## src/hw/rtl/sha512_pkg.sv

```systemverilog
// shared types, constants and sigma functions of the sha-512 message hasher
package sha512_pkg;

  typedef struct packed {
    logic [63:0] data_word;
    logic [3:0]  valid_bytes;
    logic        last_word;
  } in_item_t;

  typedef struct packed {
    logic [63:0] hash_word;
    logic [2:0]  word_index;
    logic        last;
  } out_item_t;

  // element 0 is a, element 7 is h
  typedef logic [7:0][63:0] hash_vec_t;

  typedef struct packed {
    logic shift;  // advance the schedule line by one word
    logic ext;    // shift in an external word instead of an expanded one
  } sched_ctrl_t;

  typedef enum logic [2:0] {
    ST_IDLE,
    ST_PAD,
    ST_LOAD,
    ST_ROUND,
    ST_FINAL,
    ST_DONE
  } state_e;

  localparam int unsigned Rounds = 80;
  localparam logic [6:0] LastRound = 7'(Rounds - 1);

  localparam logic [63:0] PadMarker = 64'h8000_0000_0000_0000;

  localparam hash_vec_t InitHash = {
    64'h5be0cd19137e2179, 64'h1f83d9abfb41bd6b, 64'h9b05688c2b3e6c1f, 64'h510e527fade682d1,
    64'ha54ff53a5f1d36f1, 64'h3c6ef372fe94f82b, 64'hbb67ae8584caa73b, 64'h6a09e667f3bcc908
  };

  localparam logic [63:0] RoundK [Rounds] = '{
    64'h428a2f98d728ae22, 64'h7137449123ef65cd, 64'hb5c0fbcfec4d3b2f, 64'he9b5dba58189dbbc,
    64'h3956c25bf348b538, 64'h59f111f1b605d019, 64'h923f82a4af194f9b, 64'hab1c5ed5da6d8118,
    64'hd807aa98a3030242, 64'h12835b0145706fbe, 64'h243185be4ee4b28c, 64'h550c7dc3d5ffb4e2,
    64'h72be5d74f27b896f, 64'h80deb1fe3b1696b1, 64'h9bdc06a725c71235, 64'hc19bf174cf692694,
    64'he49b69c19ef14ad2, 64'hefbe4786384f25e3, 64'h0fc19dc68b8cd5b5, 64'h240ca1cc77ac9c65,
    64'h2de92c6f592b0275, 64'h4a7484aa6ea6e483, 64'h5cb0a9dcbd41fbd4, 64'h76f988da831153b5,
    64'h983e5152ee66dfab, 64'ha831c66d2db43210, 64'hb00327c898fb213f, 64'hbf597fc7beef0ee4,
    64'hc6e00bf33da88fc2, 64'hd5a79147930aa725, 64'h06ca6351e003826f, 64'h142929670a0e6e70,
    64'h27b70a8546d22ffc, 64'h2e1b21385c26c926, 64'h4d2c6dfc5ac42aed, 64'h53380d139d95b3df,
    64'h650a73548baf63de, 64'h766a0abb3c77b2a8, 64'h81c2c92e47edaee6, 64'h92722c851482353b,
    64'ha2bfe8a14cf10364, 64'ha81a664bbc423001, 64'hc24b8b70d0f89791, 64'hc76c51a30654be30,
    64'hd192e819d6ef5218, 64'hd69906245565a910, 64'hf40e35855771202a, 64'h106aa07032bbd1b8,
    64'h19a4c116b8d2d0c8, 64'h1e376c085141ab53, 64'h2748774cdf8eeb99, 64'h34b0bcb5e19b48a8,
    64'h391c0cb3c5c95a63, 64'h4ed8aa4ae3418acb, 64'h5b9cca4f7763e373, 64'h682e6ff3d6b2b8a3,
    64'h748f82ee5defb2fc, 64'h78a5636f43172f60, 64'h84c87814a1f0ab72, 64'h8cc702081a6439ec,
    64'h90befffa23631e28, 64'ha4506cebde82bde9, 64'hbef9a3f7b2c67915, 64'hc67178f2e372532b,
    64'hca273eceea26619c, 64'hd186b8c721c0c207, 64'heada7dd6cde0eb1e, 64'hf57d4f7fee6ed178,
    64'h06f067aa72176fba, 64'h0a637dc5a2c898a6, 64'h113f9804bef90dae, 64'h1b710b35131c471b,
    64'h28db77f523047d84, 64'h32caab7b40c72493, 64'h3c9ebe0a15c9bebc, 64'h431d67c49c100d4c,
    64'h4cc5d4becb3e42b6, 64'h597f299cfc657e2a, 64'h5fcb6fab3ad6faec, 64'h6c44198c4a475817
  };

  function automatic logic [63:0] big_sigma0(logic [63:0] x);
    return {x[27:0], x[63:28]} ^ {x[33:0], x[63:34]} ^ {x[38:0], x[63:39]};
  endfunction

  function automatic logic [63:0] big_sigma1(logic [63:0] x);
    return {x[13:0], x[63:14]} ^ {x[17:0], x[63:18]} ^ {x[40:0], x[63:41]};
  endfunction

  function automatic logic [63:0] small_sigma0(logic [63:0] x);
    return {x[0], x[63:1]} ^ {x[7:0], x[63:8]} ^ {7'b0, x[63:7]};
  endfunction

  function automatic logic [63:0] small_sigma1(logic [63:0] x);
    return {x[18:0], x[63:19]} ^ {x[60:0], x[63:61]} ^ {6'b0, x[63:6]};
  endfunction

endpackage

```

## src/hw/rtl/sha512_round.sv

```systemverilog
// one sha-512 compression round over the working words
module sha512_round (
  input  sha512_pkg::hash_vec_t work_i,
  input  logic [63:0]           kw_i,
  output sha512_pkg::hash_vec_t work_o
);

  logic [63:0] ch, maj, t1, t2;

  always_comb begin
    ch  = (work_i[4] & work_i[5]) ^ (~work_i[4] & work_i[6]);
    maj = (work_i[0] & work_i[1]) ^ (work_i[0] & work_i[2]) ^ (work_i[1] & work_i[2]);
    // kw_i already holds round constant plus schedule word
    t1  = work_i[7] + sha512_pkg::big_sigma1(work_i[4]) + ch + kw_i;
    t2  = sha512_pkg::big_sigma0(work_i[0]) + maj;

    work_o[7] = work_i[6];
    work_o[6] = work_i[5];
    work_o[5] = work_i[4];
    work_o[4] = work_i[3] + t1;
    work_o[3] = work_i[2];
    work_o[2] = work_i[1];
    work_o[1] = work_i[0];
    work_o[0] = t1 + t2;
  end

endmodule

```

## config.mk

```make
export PLATFORM = sky130hd
export DESIGN_NAME = sha512_round
export DESIGN_NICKNAME = d
export VERILOG_FILES = /design/src/hw/rtl/sha512_pkg.sv /design/src/hw/rtl/sha512_round.sv
export SDC_FILE = /design/constraint.sdc
export NUM_CORES = 1
export LEC_CHECK = 0
export ABC_CLOCK_PERIOD_IN_PS = 7150
export BUFFER_PORTS_ARGS = -buffer_cell sky130_fd_sc_hd__buf_2
export CAP_MARGIN = 10
export CORE_AREA = 3 3 426 428
export DETAILED_ROUTE_END_ITERATION = 12
export DIE_AREA = 0 0 429 431
export PLACE_DENSITY = 0.37
export SYNTH_ARGS = -nofsm -noshare
export SYNTH_HDL_FRONTEND = slang
export SYNTH_SLANG_ARGS = --single-unit
```

## constraint.sdc

```tcl
create_clock -name vclk -period 7.15
set_input_delay 0.3575 -clock vclk [all_inputs]
set_output_delay 0.3575 -clock vclk [all_outputs]
set_load 0.01 [all_outputs]
```

* Word level (Yosys, flattened, before mapping)
Index checks and enable logic that the tools add are counted.
** Operators by class
- Add/subtract/negate cells :: 6
- Bitwise logic cells :: 13
** Operators with widths (number)
- $xor A64 B64 Y64 :: 7
- $add A64 B64 Y64 :: 6
- $and A64 B64 Y64 :: 5
- $not A64 Y64 :: 1
** Storage, ports and cells
- Bits in registers :: 0
- Input port bits :: 576
- Output and inout port bits :: 512
- Word-level logic and storage cells :: 19

* Longest topological paths before layout
- Depth in word-level cells :: 6
- Mapped depth :: 31
- Gate-level depth less buffers :: 31

* Worst setup path after synthesis
Ideal clock, no wire load.
- Path type :: input to output
- From :: input port work_i[257] in the netlist's numbering
- To :: output port work_o[61] in the netlist's numbering
- Arrival time :: 6773 ps
- Data required time :: 6793 ps
- Setup slack :: 20 ps
- Cell stages on the path :: 30
- Path buffers :: 1
- Cell sequence :: clkbuf_1 mux2i_1 fa_1 fa_1 inv_1 ha_1 inv_1 fa_1 nor2b_1 o21a_1 a21o_1 o21ai_1 o31ai_2 a211oi_2 o31ai_1 a221oi_2 o21bai_1 xnor2_1 fa_1 inv_1 ha_1 and3_1 nand2_1 nor4_1 a211oi_1 o2111ai_1 nand2_1 o41ai_1 a21oi_1 xnor2_1
** RTL lines
- from (decl) :: line sha512_round.sv:3 : input sha512_pkg::hash_vec_t work_i,
- to (decl) :: line sha512_round.sv:5 : output sha512_pkg::hash_vec_t work_o

==> results.yml <==
timing:
  worst_slew_pin_slew_ps: 1030
  hold_violations: 0
  fmax_mhz: 136
  setup_viol: 12
  grt_setup_unrepaired: "true"
  fin_crit_sh_pct: 103
  slew_viol_final: 0
  fin_crit_ps: 7380
  slew_headroom_pct: 30.6
  setup_ws_ps: -229
synth:
  netlist_instances: 3082
  synthDominantCellAreaShare_pct: 16.6
  synth_seq_area_share_pct: 0
  yosys-top-cells-count: "480 x inv_1, 385 x buf_4, 269 x xnor2_1, 215 x a21oi_1, 191 x fa_1"
  synth_top_cell_by_area: "fa_1"
  yosysUniqueCellTypes: 83
  syn-num-nets: 4037
  synth_warnings: 0
  syn_avg_cell_area_um2: 7.48
  synth_area_mm2: 0.0231
  yosysMostFrequentCell: "inv_1"
  synthTopCellsByArea: "fa_1 17%, buf_4 13%, xnor2_1 10%"
setup_path:
  crit_end: "work_o[60]"
  crit_path_frequent_cell: "buf_4"
  arrival_ps: 7020
  crit_type: "in -> out"
  required_ps: 6790
  critPathCaptureType: "primary output"
  crit_path_start_kind: "input port"
  critPathSlowestCell: "fa_1"
  cp_max_fo: 4
  slowest_delay_ps: 560
  critPathLaunch: "work_i[260]"
run_status:
  status: "finished with violations"
  violations: "negative setup slack"
placed_design:
  place_congestion: 0.917
  dpl.hpwl_mm: 174
  port_buffers: 1088
floorplan:
  design.core.area_mm2: 0.178
  rows: 155
  start_util_pct: 12.9
  ioPinCount: 1088
  die_height_um: 431
  floorplan.die_area_mm2: 0.185
  fp.dieW_um: 429
global_route:
  grt_usage_pct: 19.2
  grt_pass1_vias: 27600
  grt_pass1_wl_mm: 242
  grt_max_degree: 11
  gr-total-overflow: 0
  antenna_found_initial: 65
routing:
  drt-pass1-iter-count: 5
  routed_wl_mm: 187
  vias_per_cell: 3.81
  drcViolationCount: 0
  drtAntennaViolNets: 0
  wl_per_cell_um: 27.0
  num_vias: 26400
  first_iter_violations: 1100
min_path:
  hold_path_class: "in -> out"
final_layout:
  post-route-util_pct: 21.0
  multi_input_area_mm2: 0.0204
  syn_to_final_growth_pct: 62.3
  regArea_um2: 0
  n_fill_cell: 20200
  nClkBuffers: 0
  seq_cells: 0
  final_layout_size_suffix_gt1_share_pct: 51.0
  fin_nets: 5502
clock_network:
  ctsHoldBuffers: 0
job:
  max-cap-violations: 0
[timing repair]
| item | 4_1_cts | 5_1_grt |
|---|---|---|
| resized for setup | 285 | 261 |
| endpoints found under the setup margin | 62 | 67 |
| buffers inserted | 33 | 30 |
| pin swaps | 138 | 153 |
[worst max-delay path: cells and delay by family]
kind                     cells  cell delay [ps]
XOR/XNOR                     2              260
AND/OR/NAND/NOR              7             1560
buffers and inverters        9             1100
AO/OA/AOI/OAI                8             1580
multiplexers                 1              190
adder cells (fa/ha/maj)      5             1960
[per-stage QoR]
| step | cell area, µm² | hold WS, ps | instances | setup TNS (ps) | setup WS, ps |
|---|---|---|---|---|---|
| after floorplan | 23100 | 807 | 3082 | 0 | 19.7 |
| after global placement | 34300 | 913 | 6852 | -34420 | -1290 |
| after detailed placement | 34300 | 913 | 6852 | -29630 | -1160 |
| after CTS | 35800 | 913 | 6876 | -6280 | -499 |
| after global routing | 37400 | 919 | 6913 | -7860 | -481 |
| final | 37400 | 911 | 6918 | -1280 | -229 |
[area by class of cell]
cell class | instances | area share [%]
Tap cell | 2355 | 7.88
Multi-Input combinational cell | 2131 | 54.5
Antenna cell | 18 | 0.120
Timing Repair Buffer | 1934 | 32.7
Inverter | 480 | 4.83
[cell usage in the layout, fill, tap and decap left out, types with 41 or more instances in the layout]
cell type,count
inv_1,460
ha_1,149
buf_4,819
nand2_1,135
nand3_1,41
buf_2,1046
a21oi_1,167
nor2_1,90
buf_6,49
a21o_1,150
o21ai_0,137
xor2_1,174
xnor2_1,234
fa_1,170
nand4_1,41
[cells by family after synthesis]
| kind of cell | synth area share, % |
|---|---|
| AO/OA/AOI/OAI | 20.9 |
| AND/OR/NAND/NOR | 10.3 |
| XOR/XNOR | 17.2 |
| multiplexers | 2.95 |
| adder cells (fa/ha/maj) | 26.9 |
| buffers and inverters | 21.9 |
[worst min-delay path by stage]
stage	start	endpoint	cells past startpoint
floorplan	work_i[36]	work_o[100]	1
global placement	work_i[443]	work_o[507]	2
detailed placement	work_i[440]	work_o[504]	2
CTS	work_i[440]	work_o[504]	2
global route	work_i[373]	work_o[437]	2
finish	work_i[440]	work_o[504]	2
[metal layers]
layer | global-route usage [%] | routed length (µm) | share of wire (%)
met5 | 0 | 143 | 0.077
met4 | 5.37 | 7390 | 4.0
met3 | 1.87 | 6000 | 3.2
met2 | 37.1 | 98700 | 53
met1 | 22.3 | 74400 | 40
