===== config.mk =====
export PLATFORM = sky130hd
export DESIGN_NAME = sha512_sched
export DESIGN_NICKNAME = d
export VERILOG_FILES = /design/src/hw/rtl/sha512_pkg.sv /design/src/hw/rtl/sha512_sched.sv
export SDC_FILE = /design/constraint.sdc
export NUM_CORES = 1
export LEC_CHECK = 0
export ABC_CLOCK_PERIOD_IN_PS = 5900
export BUFFER_PORTS_ARGS = -buffer_cell sky130_fd_sc_hd__buf_2
export CORE_UTILIZATION = 55
export CTS_BUF_LIST = sky130_fd_sc_hd__clkbuf_4
export DETAILED_ROUTE_END_ITERATION = 16
export GPL_ROUTABILITY_DRIVEN = 0
export PLACE_DENSITY = 0.69
export SLEW_MARGIN = 10
export SYNTH_ARGS = -nofsm -noshare
export SYNTH_HDL_FRONTEND = slang
export SYNTH_SLANG_ARGS = --single-unit

===== constraint.sdc =====
create_clock -name clk_i -period 5.9 [get_ports clk_i]
set_input_delay 0.295 -clock clk_i [delete_from_list [all_inputs] [get_ports clk_i]]
set_output_delay 0.295 -clock clk_i [all_outputs]
set_load 0.02 [all_outputs]

===== src/hw/rtl/sha512_pkg.sv =====
// shared types, constants and sigma functions of the sha-512 message hasher
package sha512_pkg;

  typedef struct packed {
    logic [63:0] data_word;
    logic [3:0]  valid_bytes;
    logic        last_word;
  } in_item_t;

  typedef struct packed {
    logic [63:0] hash_word;
    logic [2:0]  word_index;
    logic        last;
  } out_item_t;

  // element 0 is a, element 7 is h
  typedef logic [7:0][63:0] hash_vec_t;

  typedef struct packed {
    logic shift;  // advance the schedule line by one word
    logic ext;    // shift in an external word instead of an expanded one
  } sched_ctrl_t;

  typedef enum logic [2:0] {
    ST_IDLE,
    ST_PAD,
    ST_LOAD,
    ST_ROUND,
    ST_FINAL,
    ST_DONE
  } state_e;

  localparam int unsigned Rounds = 80;
  localparam logic [6:0] LastRound = 7'(Rounds - 1);

  localparam logic [63:0] PadMarker = 64'h8000_0000_0000_0000;

  localparam hash_vec_t InitHash = {
    64'h5be0cd19137e2179, 64'h1f83d9abfb41bd6b, 64'h9b05688c2b3e6c1f, 64'h510e527fade682d1,
    64'ha54ff53a5f1d36f1, 64'h3c6ef372fe94f82b, 64'hbb67ae8584caa73b, 64'h6a09e667f3bcc908
  };

  localparam logic [63:0] RoundK [Rounds] = '{
    64'h428a2f98d728ae22, 64'h7137449123ef65cd, 64'hb5c0fbcfec4d3b2f, 64'he9b5dba58189dbbc,
    64'h3956c25bf348b538, 64'h59f111f1b605d019, 64'h923f82a4af194f9b, 64'hab1c5ed5da6d8118,
    64'hd807aa98a3030242, 64'h12835b0145706fbe, 64'h243185be4ee4b28c, 64'h550c7dc3d5ffb4e2,
    64'h72be5d74f27b896f, 64'h80deb1fe3b1696b1, 64'h9bdc06a725c71235, 64'hc19bf174cf692694,
    64'he49b69c19ef14ad2, 64'hefbe4786384f25e3, 64'h0fc19dc68b8cd5b5, 64'h240ca1cc77ac9c65,
    64'h2de92c6f592b0275, 64'h4a7484aa6ea6e483, 64'h5cb0a9dcbd41fbd4, 64'h76f988da831153b5,
    64'h983e5152ee66dfab, 64'ha831c66d2db43210, 64'hb00327c898fb213f, 64'hbf597fc7beef0ee4,
    64'hc6e00bf33da88fc2, 64'hd5a79147930aa725, 64'h06ca6351e003826f, 64'h142929670a0e6e70,
    64'h27b70a8546d22ffc, 64'h2e1b21385c26c926, 64'h4d2c6dfc5ac42aed, 64'h53380d139d95b3df,
    64'h650a73548baf63de, 64'h766a0abb3c77b2a8, 64'h81c2c92e47edaee6, 64'h92722c851482353b,
    64'ha2bfe8a14cf10364, 64'ha81a664bbc423001, 64'hc24b8b70d0f89791, 64'hc76c51a30654be30,
    64'hd192e819d6ef5218, 64'hd69906245565a910, 64'hf40e35855771202a, 64'h106aa07032bbd1b8,
    64'h19a4c116b8d2d0c8, 64'h1e376c085141ab53, 64'h2748774cdf8eeb99, 64'h34b0bcb5e19b48a8,
    64'h391c0cb3c5c95a63, 64'h4ed8aa4ae3418acb, 64'h5b9cca4f7763e373, 64'h682e6ff3d6b2b8a3,
    64'h748f82ee5defb2fc, 64'h78a5636f43172f60, 64'h84c87814a1f0ab72, 64'h8cc702081a6439ec,
    64'h90befffa23631e28, 64'ha4506cebde82bde9, 64'hbef9a3f7b2c67915, 64'hc67178f2e372532b,
    64'hca273eceea26619c, 64'hd186b8c721c0c207, 64'heada7dd6cde0eb1e, 64'hf57d4f7fee6ed178,
    64'h06f067aa72176fba, 64'h0a637dc5a2c898a6, 64'h113f9804bef90dae, 64'h1b710b35131c471b,
    64'h28db77f523047d84, 64'h32caab7b40c72493, 64'h3c9ebe0a15c9bebc, 64'h431d67c49c100d4c,
    64'h4cc5d4becb3e42b6, 64'h597f299cfc657e2a, 64'h5fcb6fab3ad6faec, 64'h6c44198c4a475817
  };

  function automatic logic [63:0] big_sigma0(logic [63:0] x);
    return {x[27:0], x[63:28]} ^ {x[33:0], x[63:34]} ^ {x[38:0], x[63:39]};
  endfunction

  function automatic logic [63:0] big_sigma1(logic [63:0] x);
    return {x[13:0], x[63:14]} ^ {x[17:0], x[63:18]} ^ {x[40:0], x[63:41]};
  endfunction

  function automatic logic [63:0] small_sigma0(logic [63:0] x);
    return {x[0], x[63:1]} ^ {x[7:0], x[63:8]} ^ {7'b0, x[63:7]};
  endfunction

  function automatic logic [63:0] small_sigma1(logic [63:0] x);
    return {x[18:0], x[63:19]} ^ {x[60:0], x[63:61]} ^ {6'b0, x[63:6]};
  endfunction

endpackage


===== src/hw/rtl/sha512_sched.sv =====
// sixteen-word message schedule shift line with in-place expansion
module sha512_sched (
  input  logic                    clk_i,
  input  sha512_pkg::sched_ctrl_t ctrl_i,
  input  logic [63:0]             word_i,
  output logic [63:0]             w0_o
);

  logic [15:0][63:0] w_q;
  logic [63:0]       expand_word;
  logic [63:0]       shift_in;

  // w_q[0] is the word of the current round
  assign expand_word = w_q[0] + sha512_pkg::small_sigma0(w_q[1]) + w_q[9]
                     + sha512_pkg::small_sigma1(w_q[14]);
  assign shift_in    = ctrl_i.ext ? word_i : expand_word;
  assign w0_o        = w_q[0];

  always_ff @(posedge clk_i) begin
    if (ctrl_i.shift) begin
      w_q <= {shift_in, w_q[15:1]};
    end
  end

endmodule


==> Word-level counts from Yosys, hierarchy flattened <==
Cells that the tools add are included.
{ "word_totals": {"regBits": 1024, "inputBits": 67, "out_inout_bits": 64, "word_cells": 24} }
{ "op_classes": {"add_sub_neg": 3, "muxes": 1, "bitwise": 4} }
{ "ops": {"columns": ["op", "n"], "rows": [
  ["64-bit adder", 3],
  ["64-bit XOR", 2],
  ["64-bit 2-to-1 mux", 1],
  ["64-bit by 57-bit XOR with 64-bit output", 1],
  ["64-bit by 58-bit XOR with 64-bit output", 1]
]} }

==> Depth between registers and ports, before layout <==
{ "depth": {"ltp_word": 6, "ltp_mapped": 18, "mapped_depth_nobuf": 18} }

==> Least setup slack after synthesis <==
No wires, ideal clock.
{ "synth_path": {"path_type": "register to register", "start": "reg w_q[935] in the netlist's numbering", "end": "reg w_q[1023] in the netlist's numbering, data pin", "setup_ns": 0.260, "t_arrival_ns": 4.027, "required_time_ns": 5.640, "slack_ns": 1.613, "path_stages_with_launch": 17, "n_path_buf": 1, "period_less_slack_ns": 4.287, "path_cell_list": "edfxtp_1 xor2_1 xnor2_1 fa_1 fa_1 inv_1 ha_1 buf_2 nand4_1 or2_1 or3_1 o221a_2 a2111oi_4 o2111ai_1 o211ai_1 xnor2_1 mux2_4"} }
{ "synth_via": {"elab_chain_len": 4} }
{ "synth_rtl": {"columns": ["element", "line_no", "rtl"], "rows": [
  ["start, declared", "sha512_sched.sv:9", "logic [15:0][63:0] w_q;"],
  ["start signal, assigned", "sha512_sched.sv:21", "w_q <= {shift_in, w_q[15:1]};"],
  ["64-bit XOR", "sha512_pkg.sv:79", "return {x[18:0], x[63:19]} ^ {x[60:0], x[63:61]} ^ {6'b0, x[63:6]};"],
  ["64-bit by 58-bit XOR with 64-bit output (*)", "sha512_pkg.sv:79", null],
  ["64-bit adder (*)", "sha512_sched.sv:15", "+ sha512_pkg::small_sigma1(w_q[14]);"],
  ["64-bit 2-to-1 mux (*)", "sha512_sched.sv:16", "assign shift_in = ctrl_i.ext ? word_i : expand_word;"],
  ["net shift_in[63]", "sha512_sched.sv:11", "logic [63:0] shift_in;"]
]} }
Mark *: on every way through the listed nets, which the timed path passes. The rest lies on a longest branch.
A chain may end at the register's enable or synchronous reset.

==> Worst setup path in the final report <==
{ "layout_path": {"start": "reg w_q[930] in the netlist's numbering", "end": "reg w_q[1016] in the netlist's numbering, data pin"} }
The elaborated chain is that of the path after synthesis.

==> impl_metrics.tcl <==
set metrics [dict create \
    area_growth_pct 13.6 \
    overflow 0 \
    synth.most_common_cell "edfxtp_1" \
    clock_path_buffers 4 \
    yosysWarningCount 0 \
    cts_tree "done" \
    syn-instance-count 2436 \
    tightest_slew_ps 1100 \
    clock-sinks 1024 \
    dieArea_um2 76400 \
    yosysTopAreaCellShare 0.743 \
    rsz0062_at_grt "no" \
    antenna_found_initial 2 \
    tns_ps 0 \
    crit_fanout 8 \
    core_um2 74400 \
    r2r.worst_path.cells 16 \
    place_area_um2 42800 \
    finalSetupViolCount 0 \
    clk_pin_slew_ps 60 \
    crit_required_ps 6810 \
    mappedNetlistArea_um2 41400 \
    drc 0 \
    drv_slew 0 \
    async_flop_share 0 \
    first_global_vias 22600 \
    syn_nets 2692 \
    multi_input_area_um2 9000 \
    hold_path_depth 4 \
    postRouteAntennaNets 0 \
    synthFlopType "edfxtp_1" \
    yosysSeqAreaShare 0.743 \
    die_y_um 276 \
    dieWidth_um 276 \
    r2r_slack_ps 140 \
    cp.arrival_ps 6670 \
    critPathCaptureType "flop" \
    synth-edff-count 1024 \
    fin_crit_sh 0.976 \
    synth_area_leader_cell "edfxtp_1" \
    yosys.cell_types.count 63 \
    grt_use_total 0.247 \
    slew_headroom 0.264 \
    rr_endpoint "w_q[1016]$_DFFE_PP_" \
    timing.fmax_mhz 174 \
    fin_area_um2 47000 \
    grt_max_degree 193 \
    synth.area.top_cells "edfxtp_1 (74%), fa_1 (6.1%), xnor2_1 (3.7%), xor2_1 (2.6%), inv_1 (2.5%)" \
    fin_nets 3124 \
    cts_root_buffer "clkbuf_4" \
    viasPerCell 5.51 \
    initial_core_util 0.556 \
    crit_type "flop to flop" \
    hold_path_class "input pin to flop" \
    cap_violations 0 \
    finalHoldViolations 0 \
    nFillCells 5251 \
    yosys_register_bits 1024 \
    min_period_ps 5760 \
    boundaryPins 131 \
    rows 100 \
    clkLatencyLatePin_ps 1100 \
    grt_pass1_wl_um 137000 \
    hold_path_startpoint "word_i[29]" \
    io_buffer_count 130 \
    start_kind "flop" \
    cts_buffers 277 \
    synth_commonest_cells "edfxtp_1 (1,024), inv_1 (271), xnor2_1 (176), fa_1 (126), xor2_1 (122)" \
    hpwl_um 60500 \
    reg2reg_from "w_q[930]$_DFFE_PP_" \
    cts.htree.levels 5 \
    syn_area_per_cell_um2 17.0 \
    layout-drive-gt1-share 0.187 \
    firstDrtPassIters 9 \
    hold_ws_ps 87.9 \
    status "finished, final reports clean" \
    num_vias 21900 \
    finalClockSkew_ps 80.5 \
    drtIter0Drc 2907 \
    register_area_um2 30700 \
    min_to "w_q[989]$_DFFE_PP_" \
    wl_um 91900 \
    wire_per_inst_um 23.1 \
]
## flip-flops by register name (all words and copies together) (netlist names)
signal / flops
w0_o: 64
w_q: 960
## stage by stage
stage          utilization  instances  setup WS [ps]
4_1_cts              0.631       3972           55.9
3_3_place_gp         0.575       3440            704
3_5_place_dp         0.575       3440            640
2_1_floorplan            -       2436           1610
6_report             0.631       3981            140
5_1_grt              0.631       3981          0.491
## worst max-delay path by stage
stage	startpoint	end	slack [ps]	cells past startpoint
after global routing	w_q[930]$_DFFE_PP_	w_q[1019]$_DFFE_PP_	0.5	16
after detailed placement	w_q[922]$_DFFE_PP_	w_q[1017]$_DFFE_PP_	640	15
after floorplan	w_q[935]$_DFFE_PP_	w_q[1023]$_DFFE_PP_	1610	16
after global placement	w_q[923]$_DFFE_PP_	w_q[1021]$_DFFE_PP_	700	15
after CTS	w_q[922]$_DFFE_PP_	w_q[1017]$_DFFE_PP_	60	16
final	w_q[930]$_DFFE_PP_	w_q[1016]$_DFFE_PP_	140	16
## timing repair
action	CTS	global route
hold endpoints to repair	183	0
setup endpoints to repair	0	7
setup buffers	0	2
resized for setup	0	4
hold buffers	116	0
## per-layer routing
layer	global-route usage	wire length [um]	vias up
met4	0.0994	2790	0
met1	0.349	38800	11000
met2	0.374	42900	1108
met3	0.0570	7490	226
met5	0	0	-
li1	-	-	9635
## final cells by class
| class | instances | share of cell area |
|---|---|---|
| Sequential cell | 1024 | 0.654 |
| Multi-Input combinational cell | 1035 | 0.192 |
| Clock buffer | 369 | 0.0589 |
| Timing Repair Buffer | 259 | 0.0425 |
| Tap cell | 969 | 0.0258 |
| Inverter | 271 | 0.0216 |
| Clock inverter | 47 | 0.00516 |
| Antenna cell | 7 | 0.000373 |
## critical path: stages, from the launching register on
cell           delay (ps)
edfxtp_1              630
xor2_1                280
xnor2_1               250
fa_1                  480
fa_1                  500
inv_1                  40
ha_1                  390
a21oi_1               310
o21ai_0               220
a41oi_1               460
nor2b_1                90
a21oi_1               240
a21oi_1               180
o21ai_0               370
a21boi_0              150
o31ai_1               340
dlygate4sd3_1         650
## cells in the final DEF (no fill, tap or decap), types with 13 or more instances in the layout
cell type,instances
edfxtp_1,1024
clkbuf_4,369
inv_1,271
xnor2_1,176
buf_2,128
fa_1,126
xor2_1,121
nand2_1,117
dlygate4sd3_1,116
o21ai_0,87
a21oi_1,67
ha_1,63
nor2_1,50
a21o_1,26
clkinv_1,26
nand4_1,22
nand3_1,17
nor3_1,15
o21a_1,13
## cells by family after synthesis
| family | synth area share |
|---|---|
| flops | 0.743 |
| buf+inv | 0.0402 |
| xor+xnor | 0.0631 |
| compound gates | 0.0439 |
| simple gates | 0.0279 |
| fa+ha+maj | 0.0800 |
| mux | 0.00215 |
Power is not shown: default switching activity piles up to over one toggle a cycle in this logic, so the estimate is an artifact.
